## config.mk

```make
export PLATFORM = sky130hd
export DESIGN_NAME = kept_range_audio_span_planner
export DESIGN_NICKNAME = d
export VERILOG_FILES = /design/src/rtl/krasp_pkg.sv /design/src/rtl/krasp_ram.sv /design/src/rtl/krasp_fifo.sv /design/src/rtl/krasp_conv.sv /design/src/rtl/krasp_front.sv /design/src/rtl/krasp_back.sv /design/src/rtl/kept_range_audio_span_planner.sv
export SDC_FILE = /design/constraint.sdc
export NUM_CORES = 2
export LEC_CHECK = 0
export ABC_CLOCK_PERIOD_IN_PS = 9500
export BUFFER_PORTS_ARGS = -buffer_cell sky130_fd_sc_hd__buf_2
export CAP_MARGIN = 20
export CORE_ASPECT_RATIO = 2
export CORE_MARGIN = 5
export CORE_UTILIZATION = 57
export CTS_CLUSTER_DIAMETER = 50
export CTS_CLUSTER_SIZE = 20
export DETAILED_ROUTE_END_ITERATION = 10
export GPL_TIMING_DRIVEN = 1
export PLACE_DENSITY = 0.76
export SKIP_LAST_GASP = 1
export SLEW_MARGIN = 15
export SYNTH_ARGS = -nofsm -noshare
export SYNTH_HDL_FRONTEND = slang
export SYNTH_SLANG_ARGS = --single-unit
export TNS_END_PERCENT = 10
```

## constraint.sdc

```tcl
create_clock -name clk -period 9.5 [get_ports clk]
set_input_delay 1.9 -clock clk [delete_from_list [all_inputs] [get_ports clk]]
set_output_delay 1.9 -clock clk [all_outputs]
set_load 0.005 [all_outputs]
```

## src/rtl/krasp_pkg.sv

```systemverilog
// Shared constants, types and state codes of the kept-range audio span planner.
package krasp_pkg;

  localparam int MAX_RANGES_DEF = 16;

  localparam int RATE_W = 19;
  localparam logic [RATE_W-1:0] RATE_RESET = 19'd48000;

  localparam int RANGE_MS_W = 32;
  localparam int START_W    = 47;
  localparam int FRAMES_W   = 16;
  localparam int EDIT_W     = 48;

  localparam int MS_PER_SEC  = 1000;
  localparam int REM_W       = $clog2(MS_PER_SEC);
  // quotient of a product by MS_PER_SEC is at least this many bits narrower
  localparam int QUOT_DROP_W = REM_W - 1;
  localparam int DIV_DIGITS  = 4;

  localparam int MAX_RESULTS = 16;
  localparam int RES_CNT_W   = $clog2(MAX_RESULTS + 1);

  localparam int CMD_Q_DEPTH = 2;
  localparam int RES_Q_DEPTH = 2;

  localparam logic [1:0] ACT_CLEAR  = 2'd0;
  localparam logic [1:0] ACT_APPEND = 2'd1;
  localparam logic [1:0] ACT_PLAN   = 2'd2;

  typedef enum logic [1:0] {
    CMD_CLEAR,
    CMD_APPEND,
    CMD_PLAN
  } cmd_kind_t;

  typedef struct packed {
    cmd_kind_t               kind;
    logic [RANGE_MS_W-1:0]   range_in_ms;
    logic [RANGE_MS_W-1:0]   range_out_ms;
    logic [START_W-1:0]      packet_start_frame;
    logic [FRAMES_W-1:0]     packet_frames;
  } cmd_t;

  typedef struct packed {
    logic [EDIT_W-1:0]   edited_start_frame;
    logic [FRAMES_W-1:0] source_offset;
    logic [FRAMES_W-1:0] span_frames;
    logic                no_span;
    logic                last_span;
  } res_t;

  typedef enum logic [3:0] {
    B_IDLE,
    B_PASS,
    B_READ,
    B_LOAD,
    B_CONV_IN,
    B_CONV_OUT,
    B_CONV_BASE,
    B_CMP,
    B_SPAN,
    B_FINISH
  } back_state_t;

endpackage

```

## src/rtl/krasp_ram.sv

```systemverilog
// Generic single-write, single-read RAM with registered read data.
module krasp_ram #(
  parameter int WIDTH = 8,
  parameter int DEPTH = 16
) (
  input  logic                                         clk,
  input  logic                                         wr_en,
  input  logic [((DEPTH > 1) ? $clog2(DEPTH) : 1)-1:0] wr_addr,
  input  logic [WIDTH-1:0]                             wr_data,
  input  logic [((DEPTH > 1) ? $clog2(DEPTH) : 1)-1:0] rd_addr,
  output logic [WIDTH-1:0]                             rd_data
);

  logic [WIDTH-1:0] mem_r [DEPTH];
  logic [WIDTH-1:0] rd_data_r;

  always_ff @(posedge clk) begin
    if (wr_en) begin
      mem_r[wr_addr] <= wr_data;
    end
    rd_data_r <= mem_r[rd_addr];
  end

  assign rd_data = rd_data_r;

endmodule

```

## src/rtl/krasp_fifo.sv

```systemverilog
// Small first-in first-out queue built from registers.
module krasp_fifo #(
  parameter int WIDTH = 8,
  parameter int DEPTH = 2
) (
  input  logic             clk,
  input  logic             rst_n,
  input  logic             push,
  input  logic [WIDTH-1:0] wdata,
  output logic             full,
  input  logic             pop,
  output logic [WIDTH-1:0] rdata,
  output logic             empty
);

  localparam int PTR_W = (DEPTH > 1) ? $clog2(DEPTH) : 1;
  localparam int CNT_W = $clog2(DEPTH + 1);

  logic [WIDTH-1:0] mem_r [DEPTH];
  logic [PTR_W-1:0] wr_ptr_r, wr_ptr_nxt;
  logic [PTR_W-1:0] rd_ptr_r, rd_ptr_nxt;
  logic [CNT_W-1:0] cnt_r, cnt_nxt;
  logic             do_push, do_pop;

  assign full    = (cnt_r == CNT_W'(DEPTH));
  assign empty   = (cnt_r == '0);
  assign do_push = push && !full;
  assign do_pop  = pop && !empty;
  assign rdata   = mem_r[rd_ptr_r];

  always_comb begin
    wr_ptr_nxt = wr_ptr_r;
    rd_ptr_nxt = rd_ptr_r;
    if (do_push) begin
      wr_ptr_nxt = (wr_ptr_r == PTR_W'(DEPTH - 1)) ? '0 : wr_ptr_r + PTR_W'(1);
    end
    if (do_pop) begin
      rd_ptr_nxt = (rd_ptr_r == PTR_W'(DEPTH - 1)) ? '0 : rd_ptr_r + PTR_W'(1);
    end
    case ({do_push, do_pop})
      2'b10:   cnt_nxt = cnt_r + CNT_W'(1);
      2'b01:   cnt_nxt = cnt_r - CNT_W'(1);
      default: cnt_nxt = cnt_r;
    endcase
  end

  always_ff @(posedge clk) begin
    if (!rst_n) begin
      wr_ptr_r <= '0;
      rd_ptr_r <= '0;
      cnt_r    <= '0;
    end else begin
      wr_ptr_r <= wr_ptr_nxt;
      rd_ptr_r <= rd_ptr_nxt;
      cnt_r    <= cnt_nxt;
    end
  end

  always_ff @(posedge clk) begin
    if (do_push) begin
      mem_r[wr_ptr_r] <= wdata;
    end
  end

endmodule

```

## src/rtl/krasp_conv.sv

```systemverilog
// Milliseconds-to-frames unit: one multiply, then a digit-serial divide by 1000.
module krasp_conv #(
  parameter int MS_W = 36
) (
  input  logic                         clk,
  input  logic                         rst_n,
  input  logic                         start,
  input  logic [MS_W-1:0]              ms,
  input  logic [krasp_pkg::RATE_W-1:0] rate,
  output logic                         done,
  output logic [MS_W+krasp_pkg::RATE_W-krasp_pkg::QUOT_DROP_W-1:0] frames
);

  localparam int PROD_W = MS_W + krasp_pkg::RATE_W;
  localparam int Q_W    = PROD_W - krasp_pkg::QUOT_DROP_W;
  localparam int DIG    = krasp_pkg::DIV_DIGITS;
  localparam int STEPS  = (PROD_W + DIG - 1) / DIG;
  localparam int PAD_W  = STEPS * DIG;
  localparam int CNT_W  = $clog2(STEPS + 1);
  localparam int REM_W  = krasp_pkg::REM_W;

  logic [PROD_W-1:0] prod;
  logic [PAD_W-1:0]  dividend_r, dividend_nxt;
  logic [PAD_W-1:0]  quot_r, quot_nxt;
  logic [REM_W-1:0]  rem_r, rem_nxt;
  logic [CNT_W-1:0]  cnt_r;
  logic              busy_r;
  logic              done_r;

  assign prod = PROD_W'(ms) * PROD_W'(rate);

  // Restoring division, DIG quotient bits per cycle.
  always_comb begin
    logic [REM_W:0]   trial;
    logic [REM_W-1:0] rem_v;
    logic [DIG-1:0]   qbits;
    rem_v = rem_r;
    qbits = '0;
    for (int j = 0; j < DIG; j++) begin
      trial = {rem_v, dividend_r[PAD_W-1-j]};
      if (trial >= (REM_W + 1)'(krasp_pkg::MS_PER_SEC)) begin
        rem_v            = REM_W'(trial - (REM_W + 1)'(krasp_pkg::MS_PER_SEC));
        qbits[DIG-1-j]   = 1'b1;
      end else begin
        rem_v            = trial[REM_W-1:0];
      end
    end
    rem_nxt      = rem_v;
    dividend_nxt = dividend_r << DIG;
    quot_nxt     = {quot_r[PAD_W-DIG-1:0], qbits};
  end

  always_ff @(posedge clk) begin
    if (!rst_n) begin
      busy_r <= 1'b0;
      done_r <= 1'b0;
      cnt_r  <= '0;
    end else begin
      done_r <= 1'b0;
      if (start) begin
        busy_r <= 1'b1;
        cnt_r  <= CNT_W'(STEPS);
      end else if (busy_r) begin
        cnt_r <= cnt_r - CNT_W'(1);
        if (cnt_r == CNT_W'(1)) begin
          busy_r <= 1'b0;
          done_r <= 1'b1;
        end
      end
    end
  end

  always_ff @(posedge clk) begin
    if (start) begin
      dividend_r <= PAD_W'(prod);
      rem_r      <= '0;
      quot_r     <= '0;
    end else if (busy_r) begin
      dividend_r <= dividend_nxt;
      rem_r      <= rem_nxt;
      quot_r     <= quot_nxt;
    end
  end

  assign done   = done_r;
  assign frames = quot_r[Q_W-1:0];

endmodule

```

## src/rtl/krasp_front.sv

```systemverilog
// Front end: accept input items, decode the action and queue commands.
module krasp_front (
  input  logic                             clk,
  input  logic                             rst_n,
  input  logic                             in_push,
  output logic                             in_full,
  input  logic [1:0]                       in_action,
  input  logic [krasp_pkg::RANGE_MS_W-1:0] in_range_in_ms,
  input  logic [krasp_pkg::RANGE_MS_W-1:0] in_range_out_ms,
  input  logic [krasp_pkg::START_W-1:0]    in_packet_start_frame,
  input  logic [krasp_pkg::FRAMES_W-1:0]   in_packet_frames,
  output logic                             cmd_valid,
  input  logic                             cmd_pop,
  output krasp_pkg::cmd_t                  cmd
);

  localparam int CMD_W = $bits(krasp_pkg::cmd_t);

  krasp_pkg::cmd_t dec_cmd;
  logic            keep;
  logic            q_full, q_empty;
  logic [CMD_W-1:0] q_rdata;

  always_comb begin
    dec_cmd.range_in_ms        = in_range_in_ms;
    dec_cmd.range_out_ms       = in_range_out_ms;
    dec_cmd.packet_start_frame = in_packet_start_frame;
    dec_cmd.packet_frames      = in_packet_frames;
    keep                       = 1'b1;
    case (in_action)
      krasp_pkg::ACT_CLEAR:  dec_cmd.kind = krasp_pkg::CMD_CLEAR;
      krasp_pkg::ACT_APPEND: dec_cmd.kind = krasp_pkg::CMD_APPEND;
      krasp_pkg::ACT_PLAN:   dec_cmd.kind = krasp_pkg::CMD_PLAN;
      default: begin
        // unknown action: take it and drop it
        dec_cmd.kind = krasp_pkg::CMD_CLEAR;
        keep         = 1'b0;
      end
    endcase
  end

  krasp_fifo #(
    .WIDTH (CMD_W),
    .DEPTH (krasp_pkg::CMD_Q_DEPTH)
  ) u_cmd_q (
    .clk   (clk),
    .rst_n (rst_n),
    .push  (in_push && keep),
    .wdata (dec_cmd),
    .full  (q_full),
    .pop   (cmd_pop),
    .rdata (q_rdata),
    .empty (q_empty)
  );

  assign in_full   = q_full;
  assign cmd_valid = !q_empty;
  assign cmd       = q_rdata;

endmodule

```

## src/rtl/krasp_back.sv

```systemverilog
// Back end: range table, range walk and span generation.
module krasp_back #(
  parameter int MAX_RANGES = krasp_pkg::MAX_RANGES_DEF
) (
  input  logic                         clk,
  input  logic                         rst_n,
  input  logic [krasp_pkg::RATE_W-1:0] sample_rate,
  input  logic                         cmd_valid,
  output logic                         cmd_pop,
  input  krasp_pkg::cmd_t              cmd,
  output logic                         res_push,
  output krasp_pkg::res_t              res_data,
  input  logic                         res_full
);

  localparam int RMS_W  = krasp_pkg::RANGE_MS_W;
  localparam int IDX_W  = (MAX_RANGES > 1) ? $clog2(MAX_RANGES) : 1;
  localparam int CNT_W  = $clog2(MAX_RANGES + 1);
  localparam int MS_W   = RMS_W + $clog2(MAX_RANGES);
  localparam int Q_W    = MS_W + krasp_pkg::RATE_W - krasp_pkg::QUOT_DROP_W;
  localparam int EDIT_W = krasp_pkg::EDIT_W;
  localparam int CMP_W  = (Q_W > EDIT_W) ? Q_W : EDIT_W;
  localparam int FR_W   = krasp_pkg::FRAMES_W;
  localparam int RC_W   = krasp_pkg::RES_CNT_W;

  krasp_pkg::back_state_t state_r, state_nxt;

  logic [CNT_W-1:0]             count_r, count_nxt;
  logic [IDX_W-1:0]             idx_r, idx_nxt;
  logic [RC_W-1:0]              n_r, n_nxt;
  logic                         held_r, held_nxt;
  krasp_pkg::res_t              held_res_r, held_res_nxt;
  logic [krasp_pkg::START_W-1:0] pstart_r, pstart_nxt;
  logic [FR_W-1:0]              pframes_r, pframes_nxt;
  logic [EDIT_W-1:0]            pend_r, pend_nxt;
  logic [RMS_W-1:0]             in_ms_r, in_ms_nxt;
  logic [RMS_W-1:0]             out_ms_r, out_ms_nxt;
  logic [MS_W-1:0]              base_ms_r, base_ms_nxt;
  logic [Q_W-1:0]               rin_r, rin_nxt;
  logic [Q_W-1:0]               rout_r, rout_nxt;
  logic [EDIT_W-1:0]            base_adj_r, base_adj_nxt;
  logic [CMP_W-1:0]             i0_r, i0_nxt;
  logic [CMP_W-1:0]             i1_r, i1_nxt;

  logic                 ram_we;
  logic [2*RMS_W-1:0]   ram_rdata;
  logic                 conv_start, conv_done;
  logic [MS_W-1:0]      conv_ms;
  logic [Q_W-1:0]       conv_frames;

  logic                 room;
  logic                 last_idx;
  logic                 take;
  logic [RMS_W-1:0]     dur;
  logic [CMP_W-1:0]     ps_ext, rin_ext, pe_ext, rout_ext;
  krasp_pkg::res_t      span_res, pass_res, none_res;

  krasp_ram #(
    .WIDTH (2 * RMS_W),
    .DEPTH (MAX_RANGES)
  ) u_table (
    .clk     (clk),
    .wr_en   (ram_we),
    .wr_addr (count_r[IDX_W-1:0]),
    .wr_data ({cmd.range_in_ms, cmd.range_out_ms}),
    .rd_addr (idx_r),
    .rd_data (ram_rdata)
  );

  krasp_conv #(
    .MS_W (MS_W)
  ) u_conv (
    .clk    (clk),
    .rst_n  (rst_n),
    .start  (conv_start),
    .ms     (conv_ms),
    .rate   (sample_rate),
    .done   (conv_done),
    .frames (conv_frames)
  );

  assign room     = (count_r < CNT_W'(MAX_RANGES));
  assign last_idx = ((CNT_W'(idx_r) + CNT_W'(1)) == count_r);
  assign take     = (i1_r > i0_r) && (n_r < RC_W'(krasp_pkg::MAX_RESULTS));
  assign dur      = (out_ms_r > in_ms_r) ? out_ms_r - in_ms_r : '0;
  assign ps_ext   = CMP_W'(pstart_r);
  assign rin_ext  = CMP_W'(rin_r);
  assign pe_ext   = CMP_W'(pend_r);
  assign rout_ext = CMP_W'(rout_r);

  always_comb begin
    span_res.edited_start_frame = base_adj_r + EDIT_W'(i0_r);
    span_res.source_offset      = FR_W'(i0_r - ps_ext);
    span_res.span_frames        = FR_W'(i1_r - i0_r);
    span_res.no_span            = 1'b0;
    span_res.last_span          = 1'b0;

    pass_res.edited_start_frame = EDIT_W'(pstart_r);
    pass_res.source_offset      = '0;
    pass_res.span_frames        = pframes_r;
    pass_res.no_span            = 1'b0;
    pass_res.last_span          = 1'b1;

    none_res.edited_start_frame = '0;
    none_res.source_offset      = '0;
    none_res.span_frames        = '0;
    none_res.no_span            = 1'b1;
    none_res.last_span          = 1'b1;
  end

  always_comb begin
    state_nxt    = state_r;
    count_nxt    = count_r;
    idx_nxt      = idx_r;
    n_nxt        = n_r;
    held_nxt     = held_r;
    held_res_nxt = held_res_r;
    pstart_nxt   = pstart_r;
    pframes_nxt  = pframes_r;
    pend_nxt     = pend_r;
    in_ms_nxt    = in_ms_r;
    out_ms_nxt   = out_ms_r;
    base_ms_nxt  = base_ms_r;
    rin_nxt      = rin_r;
    rout_nxt     = rout_r;
    base_adj_nxt = base_adj_r;
    i0_nxt       = i0_r;
    i1_nxt       = i1_r;
    cmd_pop      = 1'b0;
    ram_we       = 1'b0;
    conv_start   = 1'b0;
    conv_ms      = base_ms_r;
    res_push     = 1'b0;
    res_data     = held_res_r;

    case (state_r)
      krasp_pkg::B_IDLE: begin
        if (cmd_valid) begin
          cmd_pop = 1'b1;
          case (cmd.kind)
            krasp_pkg::CMD_CLEAR: count_nxt = '0;
            krasp_pkg::CMD_APPEND: begin
              // drop the append when the table is full
              if (room) begin
                ram_we    = 1'b1;
                count_nxt = count_r + CNT_W'(1);
              end
            end
            krasp_pkg::CMD_PLAN: begin
              pstart_nxt  = cmd.packet_start_frame;
              pframes_nxt = cmd.packet_frames;
              pend_nxt    = EDIT_W'(cmd.packet_start_frame) + EDIT_W'(cmd.packet_frames);
              base_ms_nxt = '0;
              idx_nxt     = '0;
              n_nxt       = '0;
              held_nxt    = 1'b0;
              if ((cmd.packet_frames == '0) || (sample_rate == '0)) begin
                state_nxt = krasp_pkg::B_FINISH;
              end else if (count_r == '0) begin
                state_nxt = krasp_pkg::B_PASS;
              end else begin
                state_nxt = krasp_pkg::B_READ;
              end
            end
            default: count_nxt = count_r;
          endcase
        end
      end

      krasp_pkg::B_PASS: begin
        if (!res_full) begin
          res_push  = 1'b1;
          res_data  = pass_res;
          state_nxt = krasp_pkg::B_IDLE;
        end
      end

      krasp_pkg::B_READ: state_nxt = krasp_pkg::B_LOAD;

      krasp_pkg::B_LOAD: begin
        in_ms_nxt  = ram_rdata[2*RMS_W-1:RMS_W];
        out_ms_nxt = ram_rdata[RMS_W-1:0];
        conv_start = 1'b1;
        conv_ms    = MS_W'(ram_rdata[2*RMS_W-1:RMS_W]);
        state_nxt  = krasp_pkg::B_CONV_IN;
      end

      krasp_pkg::B_CONV_IN: begin
        if (conv_done) begin
          rin_nxt    = conv_frames;
          conv_start = 1'b1;
          conv_ms    = MS_W'(out_ms_r);
          state_nxt  = krasp_pkg::B_CONV_OUT;
        end
      end

      krasp_pkg::B_CONV_OUT: begin
        if (conv_done) begin
          rout_nxt   = conv_frames;
          conv_start = 1'b1;
          conv_ms    = base_ms_r;
          state_nxt  = krasp_pkg::B_CONV_BASE;
        end
      end

      krasp_pkg::B_CONV_BASE: begin
        if (conv_done) begin
          // fold the range start into the base once, mod 2^48
          base_adj_nxt = EDIT_W'(conv_frames) - EDIT_W'(rin_r);
          base_ms_nxt  = base_ms_r + MS_W'(dur);
          state_nxt    = krasp_pkg::B_CMP;
        end
      end

      krasp_pkg::B_CMP: begin
        i0_nxt    = (ps_ext > rin_ext) ? ps_ext : rin_ext;
        i1_nxt    = (pe_ext < rout_ext) ? pe_ext : rout_ext;
        state_nxt = krasp_pkg::B_SPAN;
      end

      krasp_pkg::B_SPAN: begin
        if (!(take && held_r && res_full)) begin
          if (take) begin
            // release the previous span; it is not the last one
            if (held_r) begin
              res_push = 1'b1;
              res_data = held_res_r;
            end
            held_nxt     = 1'b1;
            held_res_nxt = span_res;
            n_nxt        = n_r + RC_W'(1);
          end
          if (last_idx) begin
            state_nxt = krasp_pkg::B_FINISH;
          end else begin
            idx_nxt   = idx_r + IDX_W'(1);
            state_nxt = krasp_pkg::B_READ;
          end
        end
      end

      krasp_pkg::B_FINISH: begin
        if (!res_full) begin
          res_push = 1'b1;
          if (held_r) begin
            res_data           = held_res_r;
            res_data.last_span = 1'b1;
          end else begin
            res_data = none_res;
          end
          held_nxt  = 1'b0;
          state_nxt = krasp_pkg::B_IDLE;
        end
      end

      default: state_nxt = krasp_pkg::B_IDLE;
    endcase
  end

  always_ff @(posedge clk) begin
    if (!rst_n) begin
      state_r <= krasp_pkg::B_IDLE;
      count_r <= '0;
      idx_r   <= '0;
      n_r     <= '0;
      held_r  <= 1'b0;
    end else begin
      state_r <= state_nxt;
      count_r <= count_nxt;
      idx_r   <= idx_nxt;
      n_r     <= n_nxt;
      held_r  <= held_nxt;
    end
  end

  always_ff @(posedge clk) begin
    held_res_r <= held_res_nxt;
    pstart_r   <= pstart_nxt;
    pframes_r  <= pframes_nxt;
    pend_r     <= pend_nxt;
    in_ms_r    <= in_ms_nxt;
    out_ms_r   <= out_ms_nxt;
    base_ms_r  <= base_ms_nxt;
    rin_r      <= rin_nxt;
    rout_r     <= rout_nxt;
    base_adj_r <= base_adj_nxt;
    i0_r       <= i0_nxt;
    i1_r       <= i1_nxt;
  end

endmodule

```

## src/rtl/kept_range_audio_span_planner.sv

```systemverilog
// Top level of the kept-range audio span planner: ports, rate register, result queue.
//
//   channel   direction  handshake               payload
//   in_*      input      in_push / in_full       action, range in/out ms, packet start/frames
//   out_*     output     out_pop / out_empty     edited start, offset, span frames, flags
//   cfg_*     input      cfg_valid / cfg_ready   sample rate (19 bits)
//
// Clear and append commands are handled in the back end's idle state. A plan
// with packet frames and a nonzero rate walks every stored range; the shared
// ms-to-frames divider runs three times per range (in, out, edited base).
// Reset (rst_n low, synchronous) empties the range table and both queues and
// loads the sample rate with 48000. A full result queue stalls the back end;
// the command queue keeps taking items until it fills.
module kept_range_audio_span_planner #(
  parameter int MAX_RANGES = krasp_pkg::MAX_RANGES_DEF
) (
  input  logic                             clk,
  input  logic                             rst_n,

  input  logic                             in_push,
  output logic                             in_full,
  input  logic [1:0]                       in_action,
  input  logic [krasp_pkg::RANGE_MS_W-1:0] in_range_in_ms,
  input  logic [krasp_pkg::RANGE_MS_W-1:0] in_range_out_ms,
  input  logic [krasp_pkg::START_W-1:0]    in_packet_start_frame,
  input  logic [krasp_pkg::FRAMES_W-1:0]   in_packet_frames,

  output logic                             out_empty,
  input  logic                             out_pop,
  output logic [krasp_pkg::EDIT_W-1:0]     out_edited_start_frame,
  output logic [krasp_pkg::FRAMES_W-1:0]   out_source_offset,
  output logic [krasp_pkg::FRAMES_W-1:0]   out_span_frames,
  output logic                             out_no_span,
  output logic                             out_last_span,

  input  logic                             cfg_valid,
  output logic                             cfg_ready,
  input  logic [krasp_pkg::RATE_W-1:0]     cfg_sample_rate
);

  localparam int RES_W = $bits(krasp_pkg::res_t);

  logic [krasp_pkg::RATE_W-1:0] rate_r;

  logic            cmd_valid;
  logic            cmd_pop;
  krasp_pkg::cmd_t cmd;

  logic            res_push;
  krasp_pkg::res_t res_data;
  logic            res_full;
  logic [RES_W-1:0] res_q_rdata;
  krasp_pkg::res_t res_head;

  // Rate register: always ready, a transaction lands on the next edge.
  assign cfg_ready = 1'b1;

  always_ff @(posedge clk) begin
    if (!rst_n) begin
      rate_r <= krasp_pkg::RATE_RESET;
    end else if (cfg_valid && cfg_ready) begin
      rate_r <= cfg_sample_rate;
    end
  end

  // Front end: decode each input transaction into a queued command; unknown actions are dropped.
  krasp_front u_front (
    .clk                   (clk),
    .rst_n                 (rst_n),
    .in_push               (in_push),
    .in_full               (in_full),
    .in_action             (in_action),
    .in_range_in_ms        (in_range_in_ms),
    .in_range_out_ms       (in_range_out_ms),
    .in_packet_start_frame (in_packet_start_frame),
    .in_packet_frames      (in_packet_frames),
    .cmd_valid             (cmd_valid),
    .cmd_pop               (cmd_pop),
    .cmd                   (cmd)
  );

  // Back end: owns the range table and walks it for each plan command.
  krasp_back #(
    .MAX_RANGES (MAX_RANGES)
  ) u_back (
    .clk         (clk),
    .rst_n       (rst_n),
    .sample_rate (rate_r),
    .cmd_valid   (cmd_valid),
    .cmd_pop     (cmd_pop),
    .cmd         (cmd),
    .res_push    (res_push),
    .res_data    (res_data),
    .res_full    (res_full)
  );

  // Result queue: decouples span generation from the consumer's pops.
  krasp_fifo #(
    .WIDTH (RES_W),
    .DEPTH (krasp_pkg::RES_Q_DEPTH)
  ) u_res_q (
    .clk   (clk),
    .rst_n (rst_n),
    .push  (res_push),
    .wdata (res_data),
    .full  (res_full),
    .pop   (out_pop),
    .rdata (res_q_rdata),
    .empty (out_empty)
  );

  assign res_head               = res_q_rdata;
  assign out_edited_start_frame = res_head.edited_start_frame;
  assign out_source_offset      = res_head.source_offset;
  assign out_span_frames        = res_head.span_frames;
  assign out_no_span            = res_head.no_span;
  assign out_last_span          = res_head.last_span;

endmodule
```

==> flow_metrics.py <==
metrics = {
    "status": {
        "outcome": "finished, final reports clean",
    },
    "yosys": {
        "synth_xor_area_frac": 0.0195,
        "synth_seq_area_share": 0.554,
        "yosysWarnings": 0,
        "synthDistinctLibCells": 97,
        "ys_ff_latch": 2201,
        "synth_top_family_by_area": "adder cells",
        "synth-compound-area-share": 0.0565,
        "synth_edf_count": 2026,
        "syn-instance-count": 8375,
        "muxShareOfSynthArea": 0.0977,
        "synthArstFlopShare": 0,
        "synth.top_cell.area_share": 0.524,
        "synthSimpleGateAreaFrac": 0.0762,
        "synthTopCellsByArea": "edfxtp_1, fa_1, mux4_2",
        "yosys.area.top_type": "edfxtp_1",
        "synth_area_um2": 116000,
        "avgSynthCellArea_um2": 13.9,
        "synth_ff_type": "edfxtp_1",
        "synth_fa_ha_area_frac": 0.152,
    },
    "worst_setup_path": {
        "worstPathRequired_ns": 10.06,
        "rrSetupSlack_ns": 0.41,
        "r2r_end": "u_back.u_conv.dividend_r[53]$_DFFE_PP_",
        "reg2reg_depth": 34,
        "cpMaxStageDelayCell": "fa_1",
        "start_kind": "flop",
        "cp.arrival_ns": 9.65,
        "critPathMaxFanout": 34,
        "cp_slowest_stage_delay_ns": 0.55,
        "path_common_cell": "fa_1",
        "cpLargestDelayFamily": "adder cells",
        "endpoint_kind": "flop",
        "crit_type": "reg2reg",
        "r2r-start": "u_back.state_r[2]$_SDFFE_PN0P_",
        "critPathBufInv": 9,
    },
    "clocking": {
        "post_cts_buffers": 0,
        "clock_latency_ns": 0.84,
        "numCtsBuffers": 152,
        "clkTransAtPathRegs_ns": 0.08,
        "cts.sinks": 2201,
        "htree_levels": 4,
        "cts_root_buffer": "clkbuf_16",
        "tritoncts": "yes",
        "cts_buffer_depth": 4,
    },
    "place": {
        "pre_cts_ws_ns": 0.290,
        "place_area_um2": 121000,
        "io_buffers": 236,
        "dp_hpwl_mm": 216,
        "gp_congestion": 1.03,
    },
    "finish": {
        "drive_above_1_share": 0.152,
        "fillers": 14900,
        "design_area_um2": 126000,
        "nets": 9876,
        "syn2layout_area_growth_pct": 8.69,
    },
    "floorplan": {
        "io_pins": 238,
        "initial_core_util": 0.572,
        "die_width_um": 329,
        "die_area_um2": 213000,
        "placementRows": 234,
        "die_h_um": 648,
        "coreArea_um2": 203000,
    },
    "sta": {
        "hold_viol": 0,
        "relSlewSlack": 0.211,
        "worst_slack_ns": 0.412,
        "holdWs_ns": 0.389,
        "finalCriticalPeriod_ns": 9.09,
        "finalCritPeriodShare": 0.957,
        "worst_slew_pin_slew_ns": 1.18,
        "finalSetupViolCount": 0,
        "slew_violations": 0,
        "fin_skew_ns": 0.0661,
        "max_clock_freq_ghz": 0.110,
        "rsz0062_at_grt": "yes",
    },
    "global_route": {
        "track_usage": 0.289,
        "grt_pass1_wl_mm": 457,
        "first_global_vias": 74300,
        "grt_max_degree": 121,
        "antenna_found_initial": 24,
        "grt_overflow": 0,
    },
    "route": {
        "num_vias": 69600,
        "drt_wl_total_mm": 308,
        "dr.pass1.iters": 6,
        "drtAntennaViolNets": 0,
        "drc": 0,
        "drt_iter0_drc": 5375,
        "avgViaCountPerCell": 6.05,
        "wl_per_cell_um": 26.8,
    },
    "hold_path": {
        "hold_class": "reg2reg",
        "hp-start": "u_back.u_table.rd_data[6]$_DFF_P_",
        "min_path_cells": 0,
        "min_to": "u_back.out_ms_r[6]$_DFFE_PN_",
    },
    "flow_run": {
        "maxCapViolCount": 0,
    },
}
## area by class of cell
type / instances / area (µm²) / share of cell area
Sequential cell: 2201 / 64400 / 0.510
Clock inverter: 40 / 527 / 0.00417
Inverter: 1027 / 3860 / 0.0306
Multi-Input combinational cell: 4834 / 47000 / 0.372
Clock buffer: 220 / 4180 / 0.0332
Timing Repair Buffer: 443 / 2830 / 0.0224
Antenna cell: 10 / 25.0 / 0.000198
Tap cell: 2714 / 3400 / 0.0269
## sequential cells by signal (all words and copies together), names as in the netlist, 46 cells and up, named ones only
name                      cells
u_back.u_conv.dividend_r     56
u_back.held_res_r            80
u_back.i1_r                  48
u_back.u_table.mem_r       1024
u_back.u_conv.quot_r         46
u_back.rin_r                 46
u_back.pstart_r              47
u_back.rout_r                46
u_front.u_cmd_q.mem_r       258
u_back.i0_r                  47
u_res_q.mem_r               164
u_back.pe_ext                48
u_back.base_adj_r            47
u_back.u_table.rd_data       64
## placed cells by master, fill, tap and decap left out, types with 236 or more instances in the layout
master,n
and2_1,350
buf_2,236
edfxtp_1,2026
fa_1,584
ha_1,480
inv_1,1024
mux2_2,273
mux4_2,320
nand2_1,648
nor2_1,316
## synthesized netlist by cell type, types with 32 or more instances
master / n
nor3_1: 83
dfxtp_1: 175
xnor2_1: 177
ha_1: 480
buf_1: 32
nor2b_1: 82
mux2_2: 273
a22oi_1: 35
nand3_1: 65
a21oi_1: 222
xor2_1: 79
and2_1: 350
a21o_1: 162
clkbuf_1: 275
a22o_1: 64
mux4_2: 320
fa_1: 584
o21a_1: 33
o21bai_1: 33
nand4_1: 49
nand2_1: 653
o21ai_0: 220
nand2b_1: 54
a21boi_0: 32
and3_1: 54
mux2i_1: 103
nor2_1: 335
inv_1: 1025
edfxtp_1: 2026
## repair_timing
item / 4_1_cts / 5_1_grt
hold buffers: 0 / 0
endpoints found under the setup margin: 0 / 7
resized for setup: 0 / 6
## cells by family (layout without fill, tap and decap cells)
family,after synthesis,after routing
fa+ha+maj,1064,1064
compound gates,990,990
flops,2201,2201
buf+inv,1341,1730
xor+xnor,257,257
mux,698,698
simple gates,1822,1822
other cells,2,13
## through the flow
stage                     std cells  TNS [ns]   util
final                         11500         0  0.622
after global routing          11500   -0.0757  0.622
after CTS                     11500         0  0.622
after detailed placement      11200         0  0.599
after global placement        11200         0  0.599
after floorplan                8376         0      -
## worst max-delay path by stage
stage | to | start | slack (ns) | cells after the start
floorplan | u_back.u_conv.dividend_r[54]$_DFFE_PP_ | u_back.state_r[2]$_SDFFE_PN0P_ | 0.25 | 31
global placement | u_back.u_conv.dividend_r[54]$_DFFE_PP_ | u_back.u_conv.done$_SDFF_PP0_ | 0.41 | 33
detailed placement | u_back.u_conv.dividend_r[54]$_DFFE_PP_ | u_back.u_conv.done$_SDFF_PP0_ | 0.29 | 33
CTS | u_back.u_conv.dividend_r[54]$_DFFE_PP_ | u_back.u_conv.done$_SDFF_PP0_ | 0.21 | 33
global route | u_back.u_conv.dividend_r[53]$_DFFE_PP_ | u_back.state_r[2]$_SDFFE_PN0P_ | -0.08 | 34
finish | u_back.u_conv.dividend_r[53]$_DFFE_PP_ | u_back.state_r[2]$_SDFFE_PN0P_ | 0.41 | 34
## per-layer routing
layer	vias to the layer above	global-route usage	wire, µm
met2	2838	0.531	163000
met3	1039	0.0399	17800
met4	16	0.199	27200
met1	35400	0.304	99300
met5	-	0	105
li1	30300	-	-
Power is not shown: default switching activity piles up to over one toggle a cycle in this logic, so the estimate is an artifact.
